<file path="config.mk">
export PLATFORM = sky130hd
export DESIGN_NAME = onf_ram
export DESIGN_NICKNAME = d
export VERILOG_FILES = /design/src/online_norm_forward_top_assert.svh /design/src/onf_ram.sv
export SDC_FILE = /design/constraint.sdc
export NUM_CORES = 1
export LEC_CHECK = 0
export BUFFER_PORTS_ARGS = -buffer_cell sky130_fd_sc_hd__buf_2
export CAP_MARGIN = 20
export CORE_UTILIZATION = 50
export DETAILED_ROUTE_END_ITERATION = 8
export PLACE_DENSITY = 0.71
export SYNTH_ARGS = -nofsm -noshare
export SYNTH_HDL_FRONTEND = slang
export SYNTH_SLANG_ARGS = --single-unit
</file>
<file path="constraint.sdc">
create_clock -name clk -period 1.6 [get_ports clk]
set_input_delay 0.16 -clock clk [delete_from_list [all_inputs] [get_ports clk]]
set_output_delay 0.16 -clock clk [all_outputs]
set_load 0.01 [all_outputs]
</file>
<file path="src/online_norm_forward_top_assert.svh">
// online_norm_forward_top_assert.svh: assertion macros for the online normalization block.
// Expects clk and arst_n in the scope of each use.
`ifndef ONLINE_NORM_FORWARD_TOP_ASSERT_SVH
`define ONLINE_NORM_FORWARD_TOP_ASSERT_SVH
// same-cycle implication
`define ONF_ASSERT_SAME(lbl, ante, cons, msg) \
	lbl: assert property (@(posedge clk) disable iff (!arst_n) (ante) |-> (cons)) \
		else $error(msg);
// next-cycle implication
`define ONF_ASSERT_NEXT(lbl, ante, cons, msg) \
	lbl: assert property (@(posedge clk) disable iff (!arst_n) (ante) |=> (cons)) \
		else $error(msg);
`endif

</file>
<file path="src/onf_ram.sv">
// onf_ram.sv: generic single-port-write, registered-read RAM.
// No dependencies.
module onf_ram #(
	parameter int WIDTH = 8,
	parameter int DEPTH = 16
) (
	input  logic                     clk,
	input  logic                     we,
	input  logic [$clog2(DEPTH)-1:0] waddr,
	input  logic [WIDTH-1:0]         wdata,
	input  logic                     re,
	input  logic [$clog2(DEPTH)-1:0] raddr,
	output logic [WIDTH-1:0]         rdata
);
	logic [WIDTH-1:0] mem_q [DEPTH];

	always_ff @(posedge clk) begin
		if (we) begin
			mem_q[waddr] <= wdata;
		end
		if (re) begin
			rdata <= mem_q[raddr];
		end
	end
endmodule

</file>
Word-level counts from Yosys, hierarchy flattened:

Memories as Yosys holds them, arrays and structs flattened. A register that Yosys moved wholly into a read port is not among the register bits.
Cells that the tools add are included.

* register bits: 0
* word-level logic and storage cells: 3
* memory bits (writable): 128
* output and inout bits: 8
* input bits: 19
* memories: 1

Memories
* mem_q: depth 16, bits a word 8, read ports 1, clocked after Yosys merged registers in 1, write ports 1, line onf_ram.sv:15 `logic [WIDTH-1:0] mem_q [DEPTH];`

* mux-type cells: 2

Operators with widths (number)
* 1-bit 2-to-1 mux: 2

Logic depth before layout (Yosys ltp):

* depth in word-level cells: 2
* mapped depth: 5
* gate-level depth less buffers: 3

Worst setup path after synthesis:

OpenSTA, ideal clock, no wires.

* path type: input to register
* from: input waddr[2]
* to: memory mem_q[0][0] (enable)
* buffers on the path: 0
* data required time: 1.217 ns
* setup slack: -0.053 ns
* data arrival time: 1.270 ns
* setup time: 0.383 ns
* stages: 2
* cell sequence: or3b_2 nor3_1

RTL lines
* start, declared: line onf_ram.sv:9 `input logic [$clog2(DEPTH)-1:0] waddr,`
* end, declared: line onf_ram.sv:15

No word-level cell before the write port.

==> results.toml <==
[global_route]
grt_pass1_wl_um = 15300
met2_usage = 0.313
grt.busiest_layer = "met2"
grt_use_met3 = 0.0652
gr-total-overflow = 0
grt_usage = 0.205
grt_max_degree = 23
antenna_found_initial = 0
grt_pass1_vias = 2554
met1_usage = 0.277

[floorplan]
start_util = 0.525
pin_count = 27
rows = 36
fp.dieArea_mm2 = 0.0109
chipWidth_um = 104
core_area_mm2 = 0.00995
die_h_um = 104

[synthesis]
yosysSeqAreaShare = 0.781
synth_area_mm2 = 0.00523
ys_types = 18
synth_compound_area_frac = 0.0230
ys_warn_count = 0
synth_area_leaders = "edfxtp_1 (78%), mux4_2 (7.8%), mux4_1 (7.0%)"
synth.mux.area_fraction = 0.148
synth_simple_gate_area_frac = 0.0314
yosysTopAreaCell = "edfxtp_1"
ys_ff_latch = 136
synth_fa_ha_area_frac = 0
synth_fp_nets = 248
synthCells = 229
yosys.area.top_type_share = 0.781
synth_top_family_by_area = "multiplexers"
synth-xor-area-share = 0
syn_area_per_cell_um2 = 22.8

[pwr]
powerDensity_mw_per_mm2 = 1300
ir_worst_vdd_uv = 835
p_switching_w = 0.00163
p_sw_frac = 0.200
power_w = 0.00817
p_int_w = 0.00653
leakagePower_nw = 2.14
p_comb_frac = 0.049
p_clk_frac = 0.457
seqPwrFrac = 0.494

[sta]
fmax_ghz = 0.670
setup_viol = 0
rsz0062_at_grt = "false"
whs_ns = 0.0264
worstMarginPinSlew_ns = 0.792
min_period_ns = 1.49
period_share = 0.933
worst_clock_skew_ns = 0.00773
hold_viol = 0
relSlewSlack = 0.470
slew_violations = 0

[place]
port_buffers = 26
globalplace.congestion = 0.699
dpl_cell_area_mm2 = 0.00566
hpwl_um = 6450

[critical_path]
startpoint = "mem_q[1][1]"
r2r_start = "mem_q[1][1]"
endpoint_kind = "flop"
r2r-end = "rdata[1]"
crit_arrival_ns = 1.76
r2r_cells = 3
critPathRequiredTime_ns = 1.87
critPathKind = "reg2reg"
rrSetupSlack_ns = 0.11
endpoint = "rdata[1]"
cp_max_fo = 1
crit_path_start_kind = "flop"
crit_chain = "mux4_1 -> a22oi_1 -> nand2_1"
max_stage_delay_ns = 0.53
cpMaxStageDelayCell = "mux4_1"

[clock_tree]
cts_buffers = 17
numClockSinks = 136
cts_max_level = 4
insertion_delay_ns = 0.53
clock_path_buffers = 2
cts_tree = "yes"
root_buffer = "clkbuf_8"
postCtsSetupBuffers = 0
path_clk_slew_ns = 0.06

[drt]
vias = 2509
detail-route-antenna-nets = 0
wirelength_um = 10000
dr.first_iter.drc_count = 250
drc_errors = 0
drtPass1Iterations = 4
via_per_inst = 5.72
routedWlPerCell_um = 22.8

[job]
cap_violations = 0

[outcome]
outcome = "finished, final reports clean"

[cells_and_area]
antennaDiodeCount = 0
fill_cells = 683
final_area_mm2 = 0.00629
finalCoreUtilization = 0.632
areaGrowthSynthToFinish_pct = 20.3
drive_gt1_frac = 0.324
final_nets = 312

[min_path]
hp-class = "in2reg"
cell usage after synthesis:
cell	n
a22oi_1	16
and2b_1	1
nand2b_1	2
nor3_1	4
nor2b_1	1
or3b_2	1
nand2_1	9
buf_4	1
mux4_2	18
edfxtp_1	136
buf_2	3
nand3_1	1
mux4_1	14
nand3b_1	2
buf_6	3
and2_1	1
clkdlybuf4s25_2	3
nor2_1	13
cells by family after synthesis:
logic type             Yosys count
DFF                            136
and+or+nand+nor                 35
muxes                           32
AOI/OAI and AO/OA               16
buffers and inverters           10
layout make-up:
type                            count  area [µm²]  share of cell area
Multi-Input combinational cell     83        1070               0.170
Clock inverter                     15         160              0.0255
Timing Repair Buffer               55         398              0.0633
Clock buffer                       17         414              0.0658
Tap cell                          133         166              0.0265
Sequential cell                   136        4080               0.649
per-stage QoR:
step | setup slack (ns) | instances | TNS, ns
2_1_floorplan | 0.158 | 229 | 0
3_3_place_gp | -0.230 | 402 | -1.02
3_5_place_dp | -0.213 | 402 | -0.920
4_1_cts | 0.0392 | 439 | 0
5_1_grt | 0.0348 | 439 | 0
6_report | 0.107 | 439 | 0
cell usage in the layout, fill, tap and decap left out, types with 2 or more instances in the layout:
cell and instances:
mux4_2 18, buf_4 21, nand2b_1 2, dlygate4sd3_1 5
clkinv_1 4, a22oi_1 15, buf_12 3, nor2_1 13
clkinv_2 3, bufinv_16 3, clkinvlp_4 3, nand2_1 9
nand3b_1 2, clkbuf_16 16, mux4_1 14, buf_2 26
clkinv_4 2, edfxtp_1 136, nor3_1 3
flip-flops by register name, summed over array words and instances, names as in the netlist:
name and flops:
rdata 8, mem_q 128
power groups by stage:
stage | registers, W | logic (W) | clock network, W
5_1_grt | 0.00404 | 0.000432 | 0.00392
6_report | 0.00403 | 0.000399 | 0.00373
3_5_place_dp | 0.00411 | 0.000394 | 0
3_3_place_gp | 0.00411 | 0.000383 | 0
4_1_cts | 0.00404 | 0.000405 | 0.00379
2_1_floorplan | 0.00411 | 0.000203 | 0
per-layer routing:
layer  part of all wire  vias up
met5                  0        -
met4              0.015        0
met3              0.060       14
met2               0.49       81
met1               0.44     1301
li1                   -     1113
how the worst min path moves through the flow:
stage / from / end / cells after the start
floorplan: wdata[0] / mem_q[0][0] / 0
global placement: wdata[1] / mem_q[15][1] / 1
CTS: wdata[7] / mem_q[6][7] / 1
finish: wdata[7] / mem_q[7][7] / 1
global route: wdata[7] / mem_q[4][7] / 1
detailed placement: re / rdata[3] / 1
worst max-delay path, delay by kind of cell (launching register included):
| family | cells | cell delay, ns |
|---|---|---|
| flops | 1 | 0.37 |
| simple gates | 1 | 0.10 |
| compound gates | 1 | 0.24 |
| mux | 1 | 0.53 |
what timing repair did:
action	4_1_cts	5_1_grt
resized for setup	0	1
hold buffers	5	0
endpoints found under the setup margin	0	1
hold endpoints to repair	62	0
Note: power is estimated with default switching activity, not from simulation.
