===== src/online_norm_forward_top_assert.svh =====
// online_norm_forward_top_assert.svh: assertion macros for the online normalization block.
// Expects clk and arst_n in the scope of each use.
`ifndef ONLINE_NORM_FORWARD_TOP_ASSERT_SVH
`define ONLINE_NORM_FORWARD_TOP_ASSERT_SVH
// same-cycle implication
`define ONF_ASSERT_SAME(lbl, ante, cons, msg) \
	lbl: assert property (@(posedge clk) disable iff (!arst_n) (ante) |-> (cons)) \
		else $error(msg);
// next-cycle implication
`define ONF_ASSERT_NEXT(lbl, ante, cons, msg) \
	lbl: assert property (@(posedge clk) disable iff (!arst_n) (ante) |=> (cons)) \
		else $error(msg);
`endif


===== src/onf_pkg.sv =====
// onf_pkg.sv: constants, codes and types of the online normalization block.
// No dependencies.
package onf_pkg;
	localparam int CHANNELS    = 64;
	localparam int CH_W        = $clog2(CHANNELS);
	localparam int MAX_SPATIAL = 4096;
	localparam int A_W         = 58;
	localparam int B_W         = 33;
	localparam int P_W         = A_W + B_W;
	localparam int CNT_W       = $clog2(A_W);
	localparam logic [31:0] VAR_ONE = 32'h0100_0000;

	localparam logic [1:0] CFG_ALPHA   = 2'd0;
	localparam logic [1:0] CFG_EPSILON = 2'd1;
	localparam logic [1:0] CFG_COUNT   = 2'd2;

	typedef enum logic [2:0] {
		OP_MUL  = 3'b001,
		OP_DIV  = 3'b010,
		OP_SQRT = 3'b100
	} alu_op_t;

	typedef struct packed {
		logic           start;
		alu_op_t        op;
		logic [A_W-1:0] a;
		logic [B_W-1:0] b;
	} alu_req_t;

	typedef struct packed {
		logic           busy;
		logic           done;
		logic [P_W-1:0] res;
	} alu_rsp_t;
endpackage


===== src/onf_alu.sv =====
// onf_alu.sv: shared iterative unit: shift-add multiply, restoring divide, digit sqrt.
// Depends on onf_pkg.
module onf_alu import onf_pkg::*; (
	input  logic     clk,
	input  logic     arst_n,
	input  alu_req_t req,
	output alu_rsp_t rsp
);
	alu_op_t          op_q;
	logic             busy_q;
	logic             done_q;
	logic [CNT_W-1:0] cnt_q;
	logic [P_W-1:0]   acc_q;
	logic [P_W-1:0]   a_q;
	logic [B_W-1:0]   b_q;
	logic [B_W:0]     rem_q;
	logic [B_W:0]     dt;
	logic [B_W:0]     ds;
	logic             dge;
	logic [B_W:0]     st;
	logic [B_W:0]     strial;
	logic [B_W:0]     ss;
	logic             sge;

	always_comb begin
		dt     = {rem_q[B_W-1:0], a_q[A_W-1]};
		dge    = dt >= {1'b0, b_q};
		ds     = dt - {1'b0, b_q};
		st     = {rem_q[B_W-2:0], a_q[A_W-1 -: 2]};
		strial = {acc_q[B_W-2:0], 2'b01};
		sge    = st >= strial;
		ss     = st - strial;
	end

	always_ff @(posedge clk or negedge arst_n) begin
		if (!arst_n) begin
			busy_q <= 1'b0;
			done_q <= 1'b0;
			cnt_q  <= '0;
			op_q   <= OP_MUL;
		end else begin
			done_q <= 1'b0;
			if (req.start) begin
				busy_q <= 1'b1;
				op_q   <= req.op;
				case (req.op)
					OP_MUL:  cnt_q <= CNT_W'(B_W - 1);
					OP_DIV:  cnt_q <= CNT_W'(A_W - 1);
					OP_SQRT: cnt_q <= CNT_W'(A_W / 2 - 1);
					default: cnt_q <= '0;
				endcase
			end else if (busy_q) begin
				cnt_q <= cnt_q - 1'b1;
				if (cnt_q == '0) begin
					busy_q <= 1'b0;
					done_q <= 1'b1;
				end
			end
		end
	end

	always_ff @(posedge clk) begin
		if (req.start) begin
			acc_q <= '0;
			rem_q <= '0;
			b_q   <= req.b;
			a_q   <= P_W'(req.a);
		end else if (busy_q) begin
			case (op_q)
				OP_MUL: begin
					if (b_q[0]) begin
						acc_q <= acc_q + a_q;
					end
					a_q <= a_q << 1;
					b_q <= b_q >> 1;
				end
				OP_DIV: begin
					acc_q <= {acc_q[P_W-2:0], dge};
					rem_q <= dge ? ds : dt;
					a_q   <= a_q << 1;
				end
				OP_SQRT: begin
					acc_q <= {acc_q[P_W-2:0], sge};
					rem_q <= sge ? ss : st;
					a_q   <= a_q << 2;
				end
				default: begin
					acc_q <= acc_q;
				end
			endcase
		end
	end

	assign rsp.busy = busy_q;
	assign rsp.done = done_q;
	assign rsp.res  = acc_q;
endmodule


===== config.mk =====
export PLATFORM = sky130hd
export DESIGN_NAME = onf_alu
export DESIGN_NICKNAME = d
export VERILOG_FILES = /design/src/online_norm_forward_top_assert.svh /design/src/onf_pkg.sv /design/src/onf_alu.sv
export SDC_FILE = /design/constraint.sdc
export NUM_CORES = 1
export LEC_CHECK = 0
export BUFFER_PORTS_ARGS = -buffer_cell sky130_fd_sc_hd__buf_2
export CORE_UTILIZATION = 45
export DETAILED_ROUTE_END_ITERATION = 8
export HOLD_SLACK_MARGIN = 0.06
export PLACE_DENSITY_LB_ADDON = 0.2
export SYNTH_ARGS = -nofsm -noshare
export SYNTH_HDL_FRONTEND = slang
export SYNTH_SLANG_ARGS = --single-unit

===== constraint.sdc =====
create_clock -name clk -period 3.6 [get_ports clk]
set_input_delay 0.36 -clock clk [delete_from_list [all_inputs] [get_ports clk]]
set_output_delay 0.36 -clock clk [all_outputs]
set_load 0.01 [all_outputs]

; After elaboration in Yosys (flattened, before gate mapping)
; Cells that the tools add are included.
; Widths: inputs -> output; s select.
[op_classes]
add_sub_neg = 4
multipliers = 0
div_mod_pow = 0
n_lt_le_gt_ge = 2
eq_ne = 7
shift = 0
muxes = 20
bitwise_logic = 0
n_reduce_logical = 13
[ops]
columns = operator, count
row1 = $pmux 91 s3, 1
row2 = $pmux 91 s2, 1
row3 = $mux 33, 5
row4 = $mux 58, 2
row5 = $add 91x91->91, 1
row6 = $mux 91, 1
row7 = $pmux 33 s2, 1
row8 = $sub 33x33->33, 2
row9 = $ge 34x33->1, 1
row10 = $ge 34x34->1, 1
row11 = $pmux 6 s3, 1
row12 = $mux 6, 2
row13 = $reduce_and 2->1, 4
row14 = $reduce_bool 2->1, 4
row15 = $eq 3x1->1 const B, 2
row16 = $eq 3x2->1 const B, 2
row17 = $eq 3x3->1 const B, 2
row18 = $logic_not 6->1, 1
row19 = $mux 1, 6
row20 = $reduce_bool 3->1, 2
row21 = $sub 6x1->6 const B, 1
row22 = $reduce_and 3->1, 1
row23 = $ne 2x2->1 const B, 1
row24 = $reduce_or 2->1, 1
[word_totals]
register_bits = 259
latchBits = 0
mem_bits_rw = 0
romBits = 0
output_inout_bits = 93
word_cells = 55
mem_count = 0

; Longest topological paths before layout
[depth]
word_depth = 5
depth_mapped = 17

; Worst setup path after synthesis
; Ideal clock, no wire load.
[synth_path]
path_kind = register to register
startpoint = register a_q[57]
endpoint = register rem_q[28]
t_arrival_ns = 3.363
slack_ns = 0.116
stages_incl_launch_ff = 17
synth_period_minus_slack_ns = 3.484
cell_sequence = edfxtp_1 -> inv_1 -> ha_1 -> inv_1 -> fa_1 -> a21o_1 -> a21oi_1 -> o21ai_1 -> a221oi_2 -> o21a_1 -> o211ai_1 -> a41oi_2 -> buf_4 -> buf_2 -> o21ai_0 -> a32oi_1 -> nand2_1
[synth_between]
elab_chain_len = 3
word_cells_on_any_way = 7
[synth_rtl]
columns = element, line
row1 = start: declaration, onf_alu.sv:14  ; logic [P_W-1:0] a_q;
row2 = start signal: assignment, onf_alu.sv:67  ; a_q <= P_W'(req.a);
row3 = start signal: assignment, onf_alu.sv:74  ; a_q <= a_q << 1;
row4 = start signal: assignment, onf_alu.sv:80  ; a_q <= a_q << 1;
row5 = $sub 33x33->33 (tied with other cells), onf_alu.sv:32  ; ss = st - strial;
row6 = "$mux 33, on equally long branches", "onf_alu.sv:84, onf_alu.sv:79"
row7 = $pmux 33 s2 (*), onf_alu.sv:69  ; case (op_q)
row8 = end signal: assignment, onf_alu.sv:79  ; rem_q <= dge ? ds : dt;
row9 = end signal: assignment, onf_alu.sv:84  ; rem_q <= sge ? ss : st;
row10 = end: declaration, onf_alu.sv:16  ; logic [B_W:0] rem_q;
; Mark *: on every way between the ends. The rest lies on a longest branch, timed or not.
; A chain may end at the register's enable or synchronous reset.

; Final worst setup path
[layout_path]
startpoint = register a_q[0]
endpoint = register acc_q[64]
[layout_between]
elab_chain_len = 3
[layout_rtl]
columns = element, line
row1 = $add 91x91->91, onf_alu.sv:72  ; acc_q <= acc_q + a_q;
row2 = $mux 91, onf_alu.sv:71  ; if (b_q[0]) begin
row3 = $pmux 91 s3, onf_alu.sv:69
row4 = end signal: assignment, onf_alu.sv:72
row5 = end signal: assignment, onf_alu.sv:78  ; acc_q <= {acc_q[P_W-2:0], dge};
row6 = end signal: assignment, onf_alu.sv:83  ; acc_q <= {acc_q[P_W-2:0], sge};
row7 = end: declaration, onf_alu.sv:13  ; logic [P_W-1:0] acc_q;
; No other way between the ends. The select of a mux whose other input is x is not followed.

==> run summary <==
Crit path DAT - 3.94 ns
Final Util - 0.542
Antenna fix cells - 0
Final Critical Period - 3.52 ns
Number of synthesized flops with an enable pin - 91
Setup repair after global routing missed its margin - true
Critical path type - reg2reg
Min-delay worst type - in2reg
Starting DRT DRC Count - 1642
Avg Cell Area, Syn - 7.70 µm²
Endpoint type of the worst setup path - flop
First-pass GRT wire length - 109000 µm
DR WL/cell - 19.5 µm
Crit path max-delay family - compound AO/OA/AOI/OAI gates
Worst slew margin - 0.479
Comb power frac - 0.499
Num rows - 78
Die area - 47700 µm²
Sequential share of the synthesized area - 0.292
Total CTS buffers - 35
Routability congestion estimate from global placement - 0.980
Run status - complete, no violations
Post-synthesis sequential element count - 259
Area contributors post-synth - dfxtp_1 15%, edfxtp_1 13%, ha_1 9.4%
Final number of max-transition violations - 0
Initial antenna violation count - 0
Pwr dens - 648 nW/µm²
CTS Buffer Depth - 3
Setup Viol. Count Final - 0
Total Wirelength - 69200 µm
Clock transition at path regs - 0.06 ns
Most common cell in the netlist - nand2_1
Setup Skew - 0.0245 ns
Synth area leader - dfxtp_1
Syn nets - 2996
Synth Warn # - 0
Area growth, synth to finish - 17.8%
Ys flop type - dfxtp_1
# IOs - 190
Area taken by multi-input logic gates - 14200 µm²
Startpoint Class - flop
Fin. Hold Viols - 0
Max Fanout on Critical Path - 4
Worst path buffer plus inverter count - 2
VDD IR-drop max - 0.465 mV
Max Fclk - 284 MHz
Die width - 218 µm
Sequential power share - 0.270
Critical Path Max Stage Delay - 0.43 ns
Register Area - 6150 µm²
Post-Synthesis Cells - 2738
Synth top cells by count - 410 x nand2_1, 240 x a21oi_1, 240 x nor2_1
Vias - 21300
DRC Markers - 0
Layout Nets - 3184
Drt via density - 5.99
Final HPWL DP - 51700 µm
Final Cycle Share - 0.979
Initial core utilization - 0.460
H-tree depth - 2
Asr flop ratio synth - 0.0425
CTS tree - done
Max-cap viol count - 0
Worst-Margin Slew - 0.782 ns
Leak - 10.5 nW
P_sw - 6.93 mW
Top cell type's share of synthesized area - 0.149
Yosys cell types - 82
Setup tns final - 0 ns
Layout cell share with drive strength beyond 1 - 0.152
Sw Share - 0.431
Number of port buffers - 189
Overall Global Routing Usage - 0.284
Post-Syn Area - 21100 µm²
Largest net degree at the start of global routing - 134
Vert. Die Dim - 218 µm
Clock power share - 0.232
Post-DRT Antenna Nets - 0
Core ar. - 45800 µm²
Vias in the first global route - 20300
Worst Path Required - 4.02 ns
Critical path, cell by cell - ha_1 > inv_1 > fa_1 > nor2b_1 > o211ai_1 > a31oi_2 > o311a_1 > o311ai_2 > buf_4 > nand3_1 > a31oi_4 > o21ai_1 > xnor2_1 > a2111oi_0
Fill cell count - 4386
Root Driver - clkbuf_16
Critical Path Slowest Stage Cell - a2111oi_0
Final global-route overflow total - 0
TritonCTS Sinks - 259
Hold_ws - 0.0747 ns
Clk_lat worst skew - 0.57 ns
DR pass1 iterations - 7
P_int - 9.15 mW
==> state kept, by name, summed over array words and instances, names as in the netlist <==
| signal | count |
|---|---|
| busy_q | 1 |
| op_q | 3 |
| acc_q | 91 |
| b_q | 33 |
| rem_q | 33 |
| done_q | 1 |
| cnt_q | 6 |
| a_q | 91 |
==> worst paths after layout <==
kind / cells after the start / to / slack (ns) / from
setup reg to reg: 14 / acc_q[64]$_SDFFE_PP0P_ / 0.08 / a_q[0]$_SDFFCE_PN0P_
hold reg to reg: 1 / rem_q[32]$_SDFFE_PP0P_ / 0.49 / rem_q[32]$_SDFFE_PP0P_
max in group asynchronous: 2 / op_q[0]$_DFFE_PN1P_ / 3.11 / arst_n
min in group asynchronous: 2 / done_q$_DFF_PN0_ / 0.22 / arst_n
setup / recovery: 14 / acc_q[64]$_SDFFE_PP0P_ / 0.08 / a_q[0]$_SDFFCE_PN0P_
hold / removal: 3 / a_q[42]$_DFFE_PP_ / 0.07 / req[75]
==> timing repair <==
| item | 4_1_cts | 5_1_grt |
|---|---|---|
| gates cloned | 0 | 1 |
| resized for setup | 2 | 63 |
| hold buffers | 17 | 0 |
| buffers inserted | 0 | 12 |
| endpoints found under the setup margin | 5 | 63 |
| endpoints found under the hold margin | 27 | 0 |
| pin swaps | 1 | 14 |
==> power by group through the flow <==
stage / sequential, mW / combinational [mW] / clock, mW
after CTS: 4.31 / 7.70 / 3.80
after floorplan: 4.23 / 5.28 / 0
after detailed placement: 4.36 / 7.63 / 0
after global placement: 4.35 / 7.56 / 0
final: 4.33 / 8.02 / 3.73
after global routing: 4.40 / 8.83 / 3.91
==> cell usage in the layout, fill, tap and decap left out, types with 38 or more instances in the layout <==
cell,instances
nand2_1,410
nor2_1,238
a21oi_1,232
o21ai_0,222
buf_2,188
dfxtp_1,155
ha_1,147
buf_4,111
inv_1,106
edfxtp_1,91
a21o_1,81
xnor2_1,69
a211oi_1,69
xor2_1,66
mux2i_1,65
a311oi_1,58
nand3_1,53
nand4_1,48
nor3_1,45
clkbuf_16,38
==> worst reg2reg max path, cell delays in order, from the launching register on <==
cell and delay [ns]:
edfxtp_1 0.41, ha_1 0.23, inv_1 0.07, fa_1 0.18
nor2b_1 0.06, o211ai_1 0.28, a31oi_2 0.19, o311a_1 0.37
o311ai_2 0.27, buf_4 0.19, nand3_1 0.16, a31oi_4 0.28
o21ai_1 0.12, xnor2_1 0.14, a2111oi_0 0.43
==> cell families after synthesis <==
| group | count (synthesis) | synth area share |
|---|---|---|
| AND/OR/NAND/NOR | 897 | 0.185 |
| adder cells (fa/ha/maj) | 161 | 0.0963 |
| flip-flops | 259 | 0.292 |
| AO/OA/AOI/OAI | 934 | 0.286 |
| buffers and inverters | 283 | 0.0517 |
| multiplexers | 69 | 0.0330 |
| XOR/XNOR | 135 | 0.0561 |
==> layout make-up <==
cell class	instances	area share
timing repair buffer	327	0.0872
multi-input combinational	2196	0.570
tap	600	0.0302
clock buffer	47	0.0400
inverter	107	0.0162
clock inverter	16	0.00812
sequential	259	0.248
==> layer usage <==
layer | track usage | wire [µm] | vias to the layer above
li1 | - | - | 10400
met1 | 0.375 | 30900 | 10200
met2 | 0.473 | 32400 | 590
met3 | 0.0462 | 4090 | 101
met4 | 0.0879 | 1800 | 0
met5 | 0 | 0 | -
==> per-stage QoR <==
step | setup WS (ns) | power, mW | instances | area (µm²)
2_1_floorplan | 0.116 | 9.51 | 2738 | 21100
3_3_place_gp | 0.0158 | 11.9 | 3459 | 23100
3_5_place_dp | -0.0779 | 12.0 | 3459 | 23100
4_1_cts | 0.00561 | 15.8 | 3539 | 24400
5_1_grt | -0.0519 | 17.1 | 3552 | 24800
6_report | 0.0762 | 16.1 | 3552 | 24800
Note: power is estimated with default switching activity, not from simulation.
